[src/sme_pkg.sv]
`default_nettype none

package sme_pkg;

   // scanner phase codes
   localparam logic [3:0] PH_NORMAL    = 4'd0;
   localparam logic [3:0] PH_ESC       = 4'd1;
   localparam logic [3:0] PH_NUM       = 4'd2;
   localparam logic [3:0] PH_B133      = 4'd3;
   localparam logic [3:0] PH_B133_ESC  = 4'd4;
   localparam logic [3:0] PH_OTHER     = 4'd5;
   localparam logic [3:0] PH_OTHER_ESC = 4'd6;
   localparam logic [3:0] PH_STR       = 4'd7;
   localparam logic [3:0] PH_STR_ESC   = 4'd8;

   // first payload action codes
   localparam logic [2:0] ACT_NONE     = 3'd0;
   localparam logic [2:0] ACT_A        = 3'd1;
   localparam logic [2:0] ACT_B        = 3'd2;
   localparam logic [2:0] ACT_C        = 3'd3;
   localparam logic [2:0] ACT_D        = 3'd4;
   localparam logic [2:0] ACT_D_NOCODE = 3'd5;
   localparam logic [2:0] ACT_UNKNOWN  = 3'd6;

   // exit code decode stages
   localparam logic [1:0] CODE_IDLE   = 2'd0;
   localparam logic [1:0] CODE_SEMI   = 2'd1;
   localparam logic [1:0] CODE_DIGITS = 2'd2;
   localparam logic [1:0] CODE_DONE   = 2'd3;

   // mark kinds
   localparam logic [1:0] MARK_CMD_END = 2'd3;

   // byte values
   localparam logic [7:0] CH_ESC  = 8'h1B;
   localparam logic [7:0] CH_BEL  = 8'h07;
   localparam logic [7:0] CH_NUL  = 8'h00;
   localparam logic [7:0] CH_BSL  = 8'h5C;
   localparam logic [7:0] CH_OSC  = 8'h5D;
   localparam logic [7:0] CH_DCS  = 8'h50;
   localparam logic [7:0] CH_SOS  = 8'h58;
   localparam logic [7:0] CH_PM   = 8'h5E;
   localparam logic [7:0] CH_APC  = 8'h5F;
   localparam logic [7:0] CH_SEMI = 8'h3B;
   localparam logic [7:0] CH_ZERO = 8'h30;
   localparam logic [7:0] CH_NINE = 8'h39;
   localparam logic [7:0] CH_ONE  = 8'h31;
   localparam logic [7:0] CH_THREE = 8'h33;
   localparam logic [7:0] CH_A    = 8'h41;
   localparam logic [7:0] CH_B    = 8'h42;
   localparam logic [7:0] CH_C    = 8'h43;
   localparam logic [7:0] CH_D    = 8'h44;

   // exit code stops growing at or above this value
   localparam logic [29:0] CODE_CAP = 30'd100000000;

   localparam int RSP_DATA_W = 40;

   typedef struct packed {
      logic [29:0] exit_value;
      logic        exit_present;
      logic [1:0]  mark_kind;
   } mark_type;

   // phase entered by the byte after an escape
   function automatic logic [3:0] after_escape(input logic [7:0] b);
      logic [3:0] ph;
      begin
         if (b == CH_OSC) begin
            ph = PH_NUM;
         end else if (b == CH_DCS || b == CH_SOS || b == CH_PM || b == CH_APC) begin
            ph = PH_STR;
         end else if (b == CH_ESC) begin
            ph = PH_ESC;
         end else begin
            ph = PH_NORMAL;
         end
         return ph;
      end
   endfunction

endpackage

`default_nettype wire

[src/sme_scan.sv]
`default_nettype none

module sme_scan #(
   parameter int NUMBER_MAX  = 8,
   parameter int PAYLOAD_MAX = 256
) (
   input  wire logic              clock,
   input  wire logic              reset,
   input  wire logic              csr_we,
   input  wire logic              csr_wdata,
   input  wire logic              byte_fire,
   input  wire logic [7:0]        byte_data,
   output logic                   mark_valid,
   output sme_pkg::mark_type      mark
);

   localparam int LEN_W = $clog2(NUMBER_MAX);
   localparam int CNT_W = $clog2(PAYLOAD_MAX);
   localparam logic [LEN_W-1:0] LEN_LIMIT = LEN_W'(NUMBER_MAX - 1);
   localparam logic [CNT_W-1:0] CNT_LIMIT = CNT_W'(PAYLOAD_MAX - 1);
   localparam logic [LEN_W-1:0] LEN_0 = LEN_W'(0);
   localparam logic [LEN_W-1:0] LEN_1 = LEN_W'(1);
   localparam logic [LEN_W-1:0] LEN_2 = LEN_W'(2);
   localparam logic [LEN_W-1:0] LEN_3 = LEN_W'(3);

   logic             enable_ff;
   logic [3:0]       phase_ff,  phase_in;
   logic [LEN_W-1:0] len_ff,    len_in;
   logic             match_ff,  match_in;
   logic             term_ff,   term_in;
   logic [CNT_W-1:0] cnt_ff,    cnt_in;
   logic             ovf_ff,    ovf_in;
   logic [2:0]       act_ff,    act_in;
   logic [1:0]       stage_ff,  stage_in;
   logic [29:0]      acc_ff,    acc_in;

   logic        step;
   logic        is_digit;
   logic [29:0] digit_val;
   logic [29:0] acc_times_ten;
   logic        num_char_ok;
   logic        fin_ok;
   logic        fin_present;
   logic [1:0]  fin_kind;
   logic        finish;
   logic        from_escape;

   assign step      = byte_fire && enable_ff;
   assign is_digit  = byte_data inside {[sme_pkg::CH_ZERO:sme_pkg::CH_NINE]};
   assign digit_val = 30'(byte_data - sme_pkg::CH_ZERO);
   assign acc_times_ten = {acc_ff[26:0], 3'b000} + {acc_ff[28:0], 1'b0};

   // expected osc number text is "133"
   assign num_char_ok = (len_ff == LEN_0 && byte_data == sme_pkg::CH_ONE)
                     || (len_ff == LEN_1 && byte_data == sme_pkg::CH_THREE)
                     || (len_ff == LEN_2 && byte_data == sme_pkg::CH_THREE);

   // mark reported at the terminator of a 133 body
   assign fin_ok = !ovf_ff && (cnt_ff != '0)
                && (act_ff >= sme_pkg::ACT_A) && (act_ff <= sme_pkg::ACT_D_NOCODE);
   assign fin_present = (act_ff == sme_pkg::ACT_D) && (stage_ff >= sme_pkg::CODE_DIGITS);
   assign fin_kind = (act_ff == sme_pkg::ACT_D_NOCODE) ? sme_pkg::MARK_CMD_END
                                                       : 2'(act_ff - sme_pkg::ACT_A);

   assign mark.mark_kind    = fin_kind;
   assign mark.exit_present = fin_present;
   assign mark.exit_value   = fin_present ? acc_ff : 30'd0;
   assign mark_valid        = step && finish && fin_ok;

   // per-byte state update
   always_comb begin
      phase_in    = phase_ff;
      len_in      = len_ff;
      match_in    = match_ff;
      term_in     = term_ff;
      cnt_in      = cnt_ff;
      ovf_in      = ovf_ff;
      act_in      = act_ff;
      stage_in    = stage_ff;
      acc_in      = acc_ff;
      finish      = 1'b0;
      from_escape = 1'b0;
      case (phase_ff)
         sme_pkg::PH_ESC: begin
            from_escape = 1'b1;
         end
         sme_pkg::PH_NUM: begin
            if (byte_data == sme_pkg::CH_SEMI) begin
               if (match_ff && (term_ff || len_ff == LEN_3)) begin
                  phase_in = sme_pkg::PH_B133;
                  cnt_in   = '0;
                  ovf_in   = 1'b0;
                  act_in   = sme_pkg::ACT_NONE;
                  stage_in = sme_pkg::CODE_IDLE;
                  acc_in   = '0;
               end else begin
                  phase_in = sme_pkg::PH_OTHER;
               end
            end else if (byte_data == sme_pkg::CH_BEL) begin
               phase_in = sme_pkg::PH_NORMAL;
            end else if (byte_data == sme_pkg::CH_ESC) begin
               phase_in = sme_pkg::PH_ESC;
            end else if (len_ff < LEN_LIMIT) begin
               if (!term_ff) begin
                  if (byte_data == sme_pkg::CH_NUL) begin
                     if (len_ff != LEN_3) begin
                        match_in = 1'b0;
                     end
                     term_in = 1'b1;
                  end else if (!num_char_ok) begin
                     match_in = 1'b0;
                  end
               end
               len_in = len_ff + LEN_W'(1);
            end else begin
               phase_in = sme_pkg::PH_OTHER;
            end
         end
         sme_pkg::PH_B133: begin
            if (byte_data == sme_pkg::CH_BEL) begin
               finish   = 1'b1;
               phase_in = sme_pkg::PH_NORMAL;
            end else if (byte_data == sme_pkg::CH_ESC) begin
               phase_in = sme_pkg::PH_B133_ESC;
            end else if (cnt_ff < CNT_LIMIT) begin
               // incremental payload decode
               if (cnt_ff == '0) begin
                  case (byte_data)
                     sme_pkg::CH_A: act_in = sme_pkg::ACT_A;
                     sme_pkg::CH_B: act_in = sme_pkg::ACT_B;
                     sme_pkg::CH_C: act_in = sme_pkg::ACT_C;
                     sme_pkg::CH_D: act_in = sme_pkg::ACT_D;
                     default:       act_in = sme_pkg::ACT_UNKNOWN;
                  endcase
               end else if (act_ff == sme_pkg::ACT_D) begin
                  case (stage_ff)
                     sme_pkg::CODE_IDLE: begin
                        if (byte_data == sme_pkg::CH_SEMI) begin
                           stage_in = sme_pkg::CODE_SEMI;
                        end else begin
                           act_in = sme_pkg::ACT_D_NOCODE;
                        end
                     end
                     sme_pkg::CODE_SEMI: begin
                        if (is_digit) begin
                           acc_in   = digit_val;
                           stage_in = sme_pkg::CODE_DIGITS;
                        end else begin
                           act_in = sme_pkg::ACT_D_NOCODE;
                        end
                     end
                     sme_pkg::CODE_DIGITS: begin
                        if (is_digit) begin
                           if (acc_ff < sme_pkg::CODE_CAP) begin
                              acc_in = acc_times_ten + digit_val;
                           end
                        end else begin
                           stage_in = sme_pkg::CODE_DONE;
                        end
                     end
                     default: begin
                        stage_in = stage_ff;
                     end
                  endcase
               end
               cnt_in = cnt_ff + CNT_W'(1);
            end else begin
               ovf_in = 1'b1;
            end
         end
         sme_pkg::PH_B133_ESC: begin
            if (byte_data == sme_pkg::CH_BSL) begin
               finish   = 1'b1;
               phase_in = sme_pkg::PH_NORMAL;
            end else begin
               from_escape = 1'b1;
            end
         end
         sme_pkg::PH_OTHER: begin
            if (byte_data == sme_pkg::CH_BEL) begin
               phase_in = sme_pkg::PH_NORMAL;
            end else if (byte_data == sme_pkg::CH_ESC) begin
               phase_in = sme_pkg::PH_OTHER_ESC;
            end
         end
         sme_pkg::PH_OTHER_ESC: begin
            from_escape = 1'b1;
         end
         sme_pkg::PH_STR: begin
            if (byte_data == sme_pkg::CH_BEL) begin
               phase_in = sme_pkg::PH_NORMAL;
            end else if (byte_data == sme_pkg::CH_ESC) begin
               phase_in = sme_pkg::PH_STR_ESC;
            end
         end
         sme_pkg::PH_STR_ESC: begin
            if (byte_data == sme_pkg::CH_BSL) begin
               phase_in = sme_pkg::PH_NORMAL;
            end else if (byte_data != sme_pkg::CH_ESC) begin
               phase_in = sme_pkg::PH_STR;
            end
         end
         default: begin
            phase_in = (byte_data == sme_pkg::CH_ESC) ? sme_pkg::PH_ESC
                                                      : sme_pkg::PH_NORMAL;
         end
      endcase

      // byte after an escape, osc start clears the number tracker
      if (from_escape) begin
         phase_in = sme_pkg::after_escape(byte_data);
         if (byte_data == sme_pkg::CH_OSC) begin
            len_in   = '0;
            match_in = 1'b1;
            term_in  = 1'b0;
         end
      end
   end

   // scanner state, cleared by reset and by any enable write
   always_ff @(posedge clock) begin
      if (reset || csr_we) begin
         enable_ff <= reset ? 1'b0 : csr_wdata;
         phase_ff  <= sme_pkg::PH_NORMAL;
         len_ff    <= '0;
         match_ff  <= 1'b1;
         term_ff   <= 1'b0;
         cnt_ff    <= '0;
         ovf_ff    <= 1'b0;
         act_ff    <= sme_pkg::ACT_NONE;
         stage_ff  <= sme_pkg::CODE_IDLE;
         acc_ff    <= '0;
      end else if (step) begin
         phase_ff  <= phase_in;
         len_ff    <= len_in;
         match_ff  <= match_in;
         term_ff   <= term_in;
         cnt_ff    <= cnt_in;
         ovf_ff    <= ovf_in;
         act_ff    <= act_in;
         stage_ff  <= stage_in;
         acc_ff    <= acc_in;
      end
   end

endmodule

`default_nettype wire

[src/sme_out_reg.sv]
`default_nettype none

module sme_out_reg (
   input  wire logic                              clock,
   input  wire logic                              reset,
   input  wire logic                              load,
   input  wire sme_pkg::mark_type                 mark,
   output logic                                   free,
   output logic                                   rsp_tvalid,
   input  wire logic                              rsp_tready,
   output logic [sme_pkg::RSP_DATA_W-1:0]         rsp_tdata
);

   logic              valid_ff, valid_in;
   sme_pkg::mark_type mark_ff;

   // slot is free when empty or being drained this cycle
   assign free       = !valid_ff || rsp_tready;
   assign valid_in   = load ? 1'b1 : (rsp_tready ? 1'b0 : valid_ff);
   assign rsp_tvalid = valid_ff;
   assign rsp_tdata  = {7'd0, mark_ff.exit_value, mark_ff.exit_present, mark_ff.mark_kind};

   // result word holding register
   always_ff @(posedge clock) begin
      if (reset) begin
         valid_ff <= 1'b0;
      end else begin
         valid_ff <= valid_in;
      end
   end

   always_ff @(posedge clock) begin
      if (load) begin
         mark_ff <= mark;
      end
   end

endmodule

`default_nettype wire

[src/shell_mark_escape_scanner.sv]
// a byte waits in the input register, then its result word in the result slot
// throughput: one byte per cycle while the result slot can take a word
// a stalled result slot holds the byte in the input register until it drains
// reset is synchronous, active high: clears word valids, the scanner state and
// the enable register (scanner disabled)
`default_nettype none

module shell_mark_escape_scanner #(
   parameter int NUMBER_MAX  = 8,
   parameter int PAYLOAD_MAX = 256
) (
   input  wire logic                          clock,
   input  wire logic                          reset,
   // data_byte[7:0]
   input  wire logic                          req_tvalid,
   output logic                               req_tready,
   input  wire logic [7:0]                    req_tdata,
   // mark_kind[1:0], exit_present[2], exit_value[32:3], zero[39:33]
   output logic                               rsp_tvalid,
   input  wire logic                          rsp_tready,
   output logic [sme_pkg::RSP_DATA_W-1:0]     rsp_tdata,
   input  wire logic                          csr_we,
   input  wire logic                          csr_wdata
);

   logic              in_valid_ff, in_valid_in;
   logic [7:0]        in_byte_ff;
   logic              out_free;
   logic              fire;
   logic              req_take;
   logic              mark_valid;
   sme_pkg::mark_type mark;

   // input register advances whenever the result slot can take a word
   assign fire        = in_valid_ff && out_free;
   assign req_tready  = !in_valid_ff || out_free;
   assign req_take    = req_tvalid && req_tready;
   assign in_valid_in = req_take ? 1'b1 : (fire ? 1'b0 : in_valid_ff);

   always_ff @(posedge clock) begin
      if (reset) begin
         in_valid_ff <= 1'b0;
      end else begin
         in_valid_ff <= in_valid_in;
      end
   end

   always_ff @(posedge clock) begin
      if (req_take) begin
         in_byte_ff <= req_tdata;
      end
   end

   sme_scan #(
      .NUMBER_MAX  (NUMBER_MAX),
      .PAYLOAD_MAX (PAYLOAD_MAX)
   ) u_scan (
      .clock      (clock),
      .reset      (reset),
      .csr_we     (csr_we),
      .csr_wdata  (csr_wdata),
      .byte_fire  (fire),
      .byte_data  (in_byte_ff),
      .mark_valid (mark_valid),
      .mark       (mark)
   );

   sme_out_reg u_out (
      .clock      (clock),
      .reset      (reset),
      .load       (mark_valid),
      .mark       (mark),
      .free       (out_free),
      .rsp_tvalid (rsp_tvalid),
      .rsp_tready (rsp_tready),
      .rsp_tdata  (rsp_tdata)
   );

endmodule

`default_nettype wire

[config.mk]
export PLATFORM = sky130hd
export DESIGN_NAME = shell_mark_escape_scanner
export DESIGN_NICKNAME = d
export VERILOG_FILES = /design/src/sme_pkg.sv /design/src/sme_scan.sv /design/src/sme_out_reg.sv /design/src/shell_mark_escape_scanner.sv
export SDC_FILE = /design/constraint.sdc
export NUM_CORES = 1
export LEC_CHECK = 0
export ABC_AREA = 1
export ABC_CLOCK_PERIOD_IN_PS = 3150
export BUFFER_PORTS_ARGS = -buffer_cell sky130_fd_sc_hd__buf_2
export CAP_MARGIN = 10
export CORE_MARGIN = 3
export CORE_UTILIZATION = 30
export CTS_BUF_LIST = sky130_fd_sc_hd__clkbuf_16
export DETAILED_ROUTE_END_ITERATION = 10
export PLACE_DENSITY = 0.57
export SETUP_SLACK_MARGIN = 0.5
export SLEW_MARGIN = 20
export SYNTH_ARGS = -nofsm -noshare
export SYNTH_HDL_FRONTEND = slang
export SYNTH_SLANG_ARGS = --single-unit
export TNS_END_PERCENT = 100
[constraint.sdc]
create_clock -name clock -period 3.15 [get_ports clock]
set_clock_uncertainty 0.05 [all_clocks]
set_input_delay 0.1575 -clock clock [delete_from_list [all_inputs] [get_ports clock]]
set_output_delay 0.1575 -clock clock [all_outputs]
set_load 0.03 [all_outputs]
After elaboration in Yosys (flattened, before gate mapping)
Index checks and enable logic that the tools add are counted.
W data, S select, Z words.
{ "totals": {"regBits": 97, "output_inout_bits": 42, "wordCells": 232} }
{ "classes": {"add_sub_neg": 6, "magnitude_cmp": 8, "n_eq_ne": 58, "muxes": 103, "reduce_logical": 41} }
{ "ops": {"columns": ["cell", "count"], "rows": [
  ["$mux W30", 10],
  ["$pmux W30 S2", 2],
  ["$eq A8 B7 Y1 const B", 10],
  ["$mux W4", 16],
  ["$add A30 B30 Y30", 2],
  ["$mux W3", 17],
  ["$mux W8", 5],
  ["$mux W1", 33],
  ["$lt A30 B27 Y1 const B", 1],
  ["$pmux W4 S7", 1],
  ["$reduce_and A13 Y1", 2],
  ["$eq A8 B6 Y1 const B", 3],
  ["$mux W2", 10],
  ["$ne A3 B2 Y1 const B", 6],
  ["$eq A4 B3 Y1 const B", 4],
  ["$logic_not A8 Y1", 2],
  ["$ne A4 B1 Y1 const B", 4],
  ["$pmux W8 S2", 1],
  ["$logic_and A1 B1 Y1", 14],
  ["$reduce_and A7 Y1", 2],
  ["$pmux W3 S2", 2],
  ["$pmux W3 S4", 1],
  ["$reduce_and A11 Y1", 1],
  ["$ne A2 B1 Y1 const B", 5],
  ["other kinds (39)", 62]
]} }

Depth between registers and ports, before layout
{ "depth": {"word_depth": 14, "depth_mapped": 19} }

By module
A second synthesis with hierarchy kept.
{ "hier_totals": {"hier_cells": 1134, "area_unflattened_um2": 7684.9} }
{ "modules_own_cells": {"columns": ["module", "n_inst", "cells_per_inst", "area_per_inst_um2"], "rows": [
  ["sme_scan", 1, 1072, 6299.8],
  ["sme_out_reg", 1, 46, 1089.8],
  ["shell_mark_escape_scanner", 1, 16, 295.3]
]} }

Worst setup path before layout
Ideal clock, no wire load.
{ "synth_path": {"path_kind": "register to register", "from": "register in_byte_ff[4]", "to": "register u_scan.acc_ff[28]", "setup_ns": 0.133, "arrival_ns": 3.152, "t_required_ns": 2.967, "slack_ns": -0.185, "path_stages_with_launch": 17, "path_buffers": 0, "path_cell_list": "edfxtp_1 > ha_1 > inv_1 > nand2_1 > inv_1 > fa_1 > ha_1 > nand2_1 > inv_1 > a21oi_1 > nand2_1 > a21oi_1 > nand2_1 > nand2_1 > nand3_1 > nand2_1 > a21oi_1"} }
{ "synth_via": {"elab_chain_cells": 11} }
{ "synth_lines": {"columns": ["item", "line", "rtl"], "rows": [
  ["start: declaration", "shell_mark_escape_scanner.sv:27", "logic [7:0] in_byte_ff;"],
  ["start signal: assignment", "shell_mark_escape_scanner.sv:50", "in_byte_ff <= req_tdata;"],
  ["$sub A8 B6 Y9", "sme_scan.sv:50", "assign digit_val = 30'(byte_data - sme_pkg::CH_ZERO);"],
  ["$add A30 B30 Y30", "sme_scan.sv:155", "acc_in = acc_times_ten + digit_val;"],
  ["$mux W30", "sme_scan.sv:154", "if (acc_ff < sme_pkg::CODE_CAP) begin"],
  ["$mux W30", "sme_scan.sv:153", "if (is_digit) begin"],
  ["$pmux W30 S2", "sme_scan.sv:136", "case (stage_ff)"],
  ["$mux W30", "sme_scan.sv:135", "end else if (act_ff == sme_pkg::ACT_D) begin"],
  ["$mux W30", "sme_scan.sv:127", "if (cnt_ff == '0) begin"],
  ["$mux W30", "sme_scan.sv:125", "end else if (cnt_ff < CNT_LIMIT) begin"],
  ["$mux W30", "sme_scan.sv:123", "end else if (byte_data == sme_pkg::CH_ESC) begin"],
  ["$mux W30", "sme_scan.sv:120", "if (byte_data == sme_pkg::CH_BEL) begin"],
  ["$pmux W30 S2", "sme_scan.sv:83", "case (phase_ff)"],
  ["end signal: assignment", "sme_scan.sv:242", "acc_ff <= acc_in;"],
  ["end: declaration", "sme_scan.sv:35", "logic [29:0] acc_ff, acc_in;"]
]} }
Parallel ways exist; a longest one is shown, timed or not. The select of a mux whose other input is x is not followed.
A chain may end at the register's enable or synchronous reset.

Worst setup path in the final report
{ "layout_path": {"from": "register in_byte_ff[4]", "to": "register u_scan.acc_ff[27]"} }
The elaborated chain is that of the path after synthesis.

==> summary.md <==
| Metric | Value |
|---|---|
| Die area | 27400 sq um |
| Leak | 0.00445 uW |
| Comb pwr share | 0.110 |
| Detailed router's first-iteration violation count | 489 |
| Clock power share | 0.415 |
| CP Cell Sequence | buf_4, buf_6, nand2_4, nand2_4, nor2_4, nor2_4, fa_1, inv_2, ha_4, nand2_4, nor2_4, nand3_1, nand3b_1, nand2_1, nand2_1, nand2_1, nand3_1, nand2_1, a21oi_1 |
| H-tree depth | 3 |
| Sequential area share after synthesis | 0.309 |
| Clock tree from TritonCTS | built |
| Post-Route WL | 21.5 mm |
| Total core area | 24700 sq um |
| Final ANT Viol Nets | 0 |
| Non-Filler Instances | 1573 |
| Hold Path Sink | in_valid_ff$_SDFFE_PP0P_ |
| P&R area growth vs syn | 28.6% |
| CP bufs+invs | 3 |
| Synth top area share | 0.171 |
| Worst Setup Start Kind | flip-flop |
| Final-stage net count | 1329 |
| Fin worst setup slack | 0.100 ns |
| Min-delay src | req_tvalid |
| R2R Path Start | in_byte_ff[4]$_DFFE_PP_ |
| Share of cells above drive strength 1 | 0.229 |
| R2R Setup Slk | 0.10 ns |
| Vias in the first global route | 7078 |
| Largest area contributor in the netlist | nand2_1 |
| FF-to-FF path depth | 19 |
| Fin crit share | 0.968 |
| Vias | 7227 |
| Diodes inserted | 0 |
| Switching Share | 0.277 |
| GR Util All Layers | 0.164 |
| Hold path depth | 3 |
| Post-Synthesis Cells | 1147 |
| Internal Power | 2010 uW |
| DRT Pass-1 Iters | 5 |
| Number of cells on the critical path | 19 |
| Setup_tns | 0 ns |
| Worst-path clk slew | 0.08 ns |
| Number of port buffers | 48 |
| YS warnings | 0 |
| Largest net degree at the start of global routing | 39 |
| CP most frequent cell | nand2_1 |
| Final slew viol count | 0 |
| Final Hold Viols | 0 |
| Number of enable flip-flop cells after synthesis | 42 |
| Maximum vdd drop | 0.189 mV |
| Outcome | finished clean |
| Power per Cell Area | 283 nW/um^2 |
| Routed wire per std cell | 13.7 um |
| Maximum clock path buffer count | 2 |
| Initial Util | 0.310 |
| Yosys reg bits | 97 |
| Boundary Pins | 56 |
| Part of the power in registers | 0.474 |
| Drt drc | 0 |
| Dpl cells | 1518 |
| FMAX | 328 MHz |
| Worst Path Max Fanout | 4 |
| RR Endpoint | u_scan.acc_ff[27]$_SDFFE_PP0P_ |
| Die Ht | 166 um |
| Largest delay share family, worst path | simple AND/OR/NAND/NOR gates |
| Dpl ws | -0.0506 ns |
| Largest cells by area after synthesis | nand2_1 (17%), edfxtp_1 (17%), dfxtp_1 (14%) |
| Cell with the most instances after synthesis | nand2_1 |
| First-pass GRT wire length | 35.4 mm |
| GPL Wtd Cong | 0.946 |
| List of most frequent post-synthesis cells | nand2_1 (347), inv_1 (200), nor2_1 (156) |
| Top_reg_cell synth | dfxtp_1 |
| Crit-path max cell delay | 0.49 ns |
| Critical path endpoint category | flip-flop |
| Grt ovf | 0 |
| Width of the die | 166 um |
| Max-Cap Viols | 0 |
| Drt via density | 4.59 |
| Initial antenna violation count | 0 |
| Dpl hpwl | 16.0 mm |
| Row count | 57 |
| CP Data Arrival Time | 3.29 ns |
| Asr flop ratio synth | 0 |
| CTS Buf Count | 9 |
| Minimum clock period after layout | 3.05 ns |
| # clock sinks | 97 |
| Setup repair after global routing missed its margin | yes |
| Clk_lat worst skew | 0.37 ns |
| WP data required | 3.39 ns |
| Final setup viols | 0 |
| Slew headroom | 0.591 |
| Net Sw Power | 772 uW |
| CP max-delay cell | fa_1 |
| Least-Margin Pin Slew | 0.613 ns |
| Syn_area_per_cell | 6.66 sq um |
| Hold Path Class | in2reg |
| Synth Cell Area | 7640 sq um |
| Unique masters post-synth | 39 |
| Crit path kind | reg2reg |
| Clock root buffer master | clkbuf_16 |
==> worst reg2reg max path, delay by kind of cell, from the launching register on <==
| family | cells | cell delay [ns] |
|---|---|---|
| fa+ha+maj | 2 | 0.79 |
| buf+inv | 3 | 0.34 |
| compound gates | 1 | 0.13 |
| simple gates | 13 | 1.23 |
| flops | 1 | 0.45 |
==> power groups by stage <==
stage	clock network, uW	registers [uW]	logic [uW]
after floorplan	0	1350	170
after global placement	0	1350	226
after detailed placement	0	1350	228
after CTS	1200	1320	293
after global routing	1250	1320	338
final	1160	1320	307
==> per-stage QoR <==
step | area (sq um) | utilization | hold WS [ns] | power [uW]
2_1_floorplan | 7980 | - | 0.177 | 1520
3_3_place_gp | 8630 | 0.350 | 0.284 | 1570
3_5_place_dp | 8630 | 0.350 | 0.286 | 1580
4_1_cts | 9580 | 0.388 | 0.0000250 | 2810
5_1_grt | 9820 | 0.398 | 0.0415 | 2910
6_report | 9820 | 0.398 | 0.0131 | 2780
==> cell type report <==
| cell class | instances | area, sq um |
|---|---|---|
| timing repair buffer | 107 | 786 |
| multi-input combinational | 824 | 5180 |
| sequential | 97 | 2360 |
| fill | 2603 | 14900 |
| inverter | 205 | 778 |
| clock inverter | 7 | 81.3 |
| tap | 324 | 405 |
| clock buffer | 9 | 225 |
==> layout by cell type (no fill, tap or decap), types with 7 or more instances in the layout <==
master / synthesis / layout
nand2_1: 347 / 284
inv_1: 200 / 185
nor2_1: 156 / 134
nand3_1: 70 / 60
a21oi_1: 73 / 60
dfxtp_1: 55 / 55
buf_2: 1 / 48
nand2_2: 2 / 47
edfxtp_1: 42 / 42
buf_4: 9 / 40
fa_1: 27 / 25
ha_4: 0 / 24
o21ai_0: 31 / 22
ha_1: 44 / 20
nand2_4: 0 / 18
nor2_4: 2 / 17
inv_2: 4 / 16
nor2_2: 6 / 13
a21oi_2: 1 / 13
o21ai_1: 3 / 12
nand4_1: 11 / 11
nand3_2: 2 / 9
clkbuf_16: 0 / 9
dlygate4sd3_1: 0 / 9
nor3_1: 8 / 7
conb_1: 1 / 7
==> flip-flops by register name, indices dropped and copies added (netlist names) <==
register and flops:
u_scan.enable_ff 1, u_scan.stage_ff 2, u_scan.len_ff 3, u_scan.acc_ff 30, u_scan.match_ff 1, u_scan.cnt_ff 8, u_scan.term_ff 1, u_scan.phase_ff 4
in_byte_ff 8, u_out.rsp_tvalid 1, u_scan.ovf_ff 1, u_scan.act_ff 3, u_out.rsp_tdata 33, in_valid_ff 1
==> routing by layer <==
metal,GRT usage,share of wire,routed length (um)
met2,0.283,0.49,10500
met5,0,0,0
met3,0.0252,0.028,601
met1,0.208,0.46,9930
met4,0.0548,0.020,435
==> worst max path at each step <==
stage                                        from                              to
after floorplan           in_byte_ff[4]$_DFFE_PP_  u_scan.acc_ff[29]$_SDFFE_PP0P_
after global placement    in_byte_ff[6]$_DFFE_PP_  u_scan.acc_ff[28]$_SDFFE_PP0P_
after detailed placement  in_byte_ff[6]$_DFFE_PP_  u_scan.acc_ff[28]$_SDFFE_PP0P_
after CTS                 in_byte_ff[4]$_DFFE_PP_  u_scan.acc_ff[24]$_SDFFE_PP0P_
after global routing      in_byte_ff[4]$_DFFE_PP_  u_scan.acc_ff[20]$_SDFFE_PP0P_
final                     in_byte_ff[4]$_DFFE_PP_  u_scan.acc_ff[27]$_SDFFE_PP0P_
==> repair_timing <==
action / CTS / global route
pin swaps: 30 / 35
hold buffers: 9 / 0
gates resized for setup: 89 / 59
buffers inserted: 22 / 7
endpoints found under the setup margin: 24 / 65
gates cloned: 1 / 0
hold endpoints to repair: 10 / 0
==> cells by family (layout without fill, tap and decap cells) <==
logic type | after synthesis | count (layout) | synth area share
other | 1 | 7 | 0.000491
AND/OR/NAND/NOR | 617 | 617 | 0.331
adder cells (fa/ha/maj) | 71 | 71 | 0.143
buffers and inverters | 232 | 328 | 0.124
XOR/XNOR | 8 | 8 | 0.00917
AO/OA/AOI/OAI | 121 | 121 | 0.0837
flip-flops | 97 | 97 | 0.309
No activity file was read; power rests on OpenSTA's default activity.
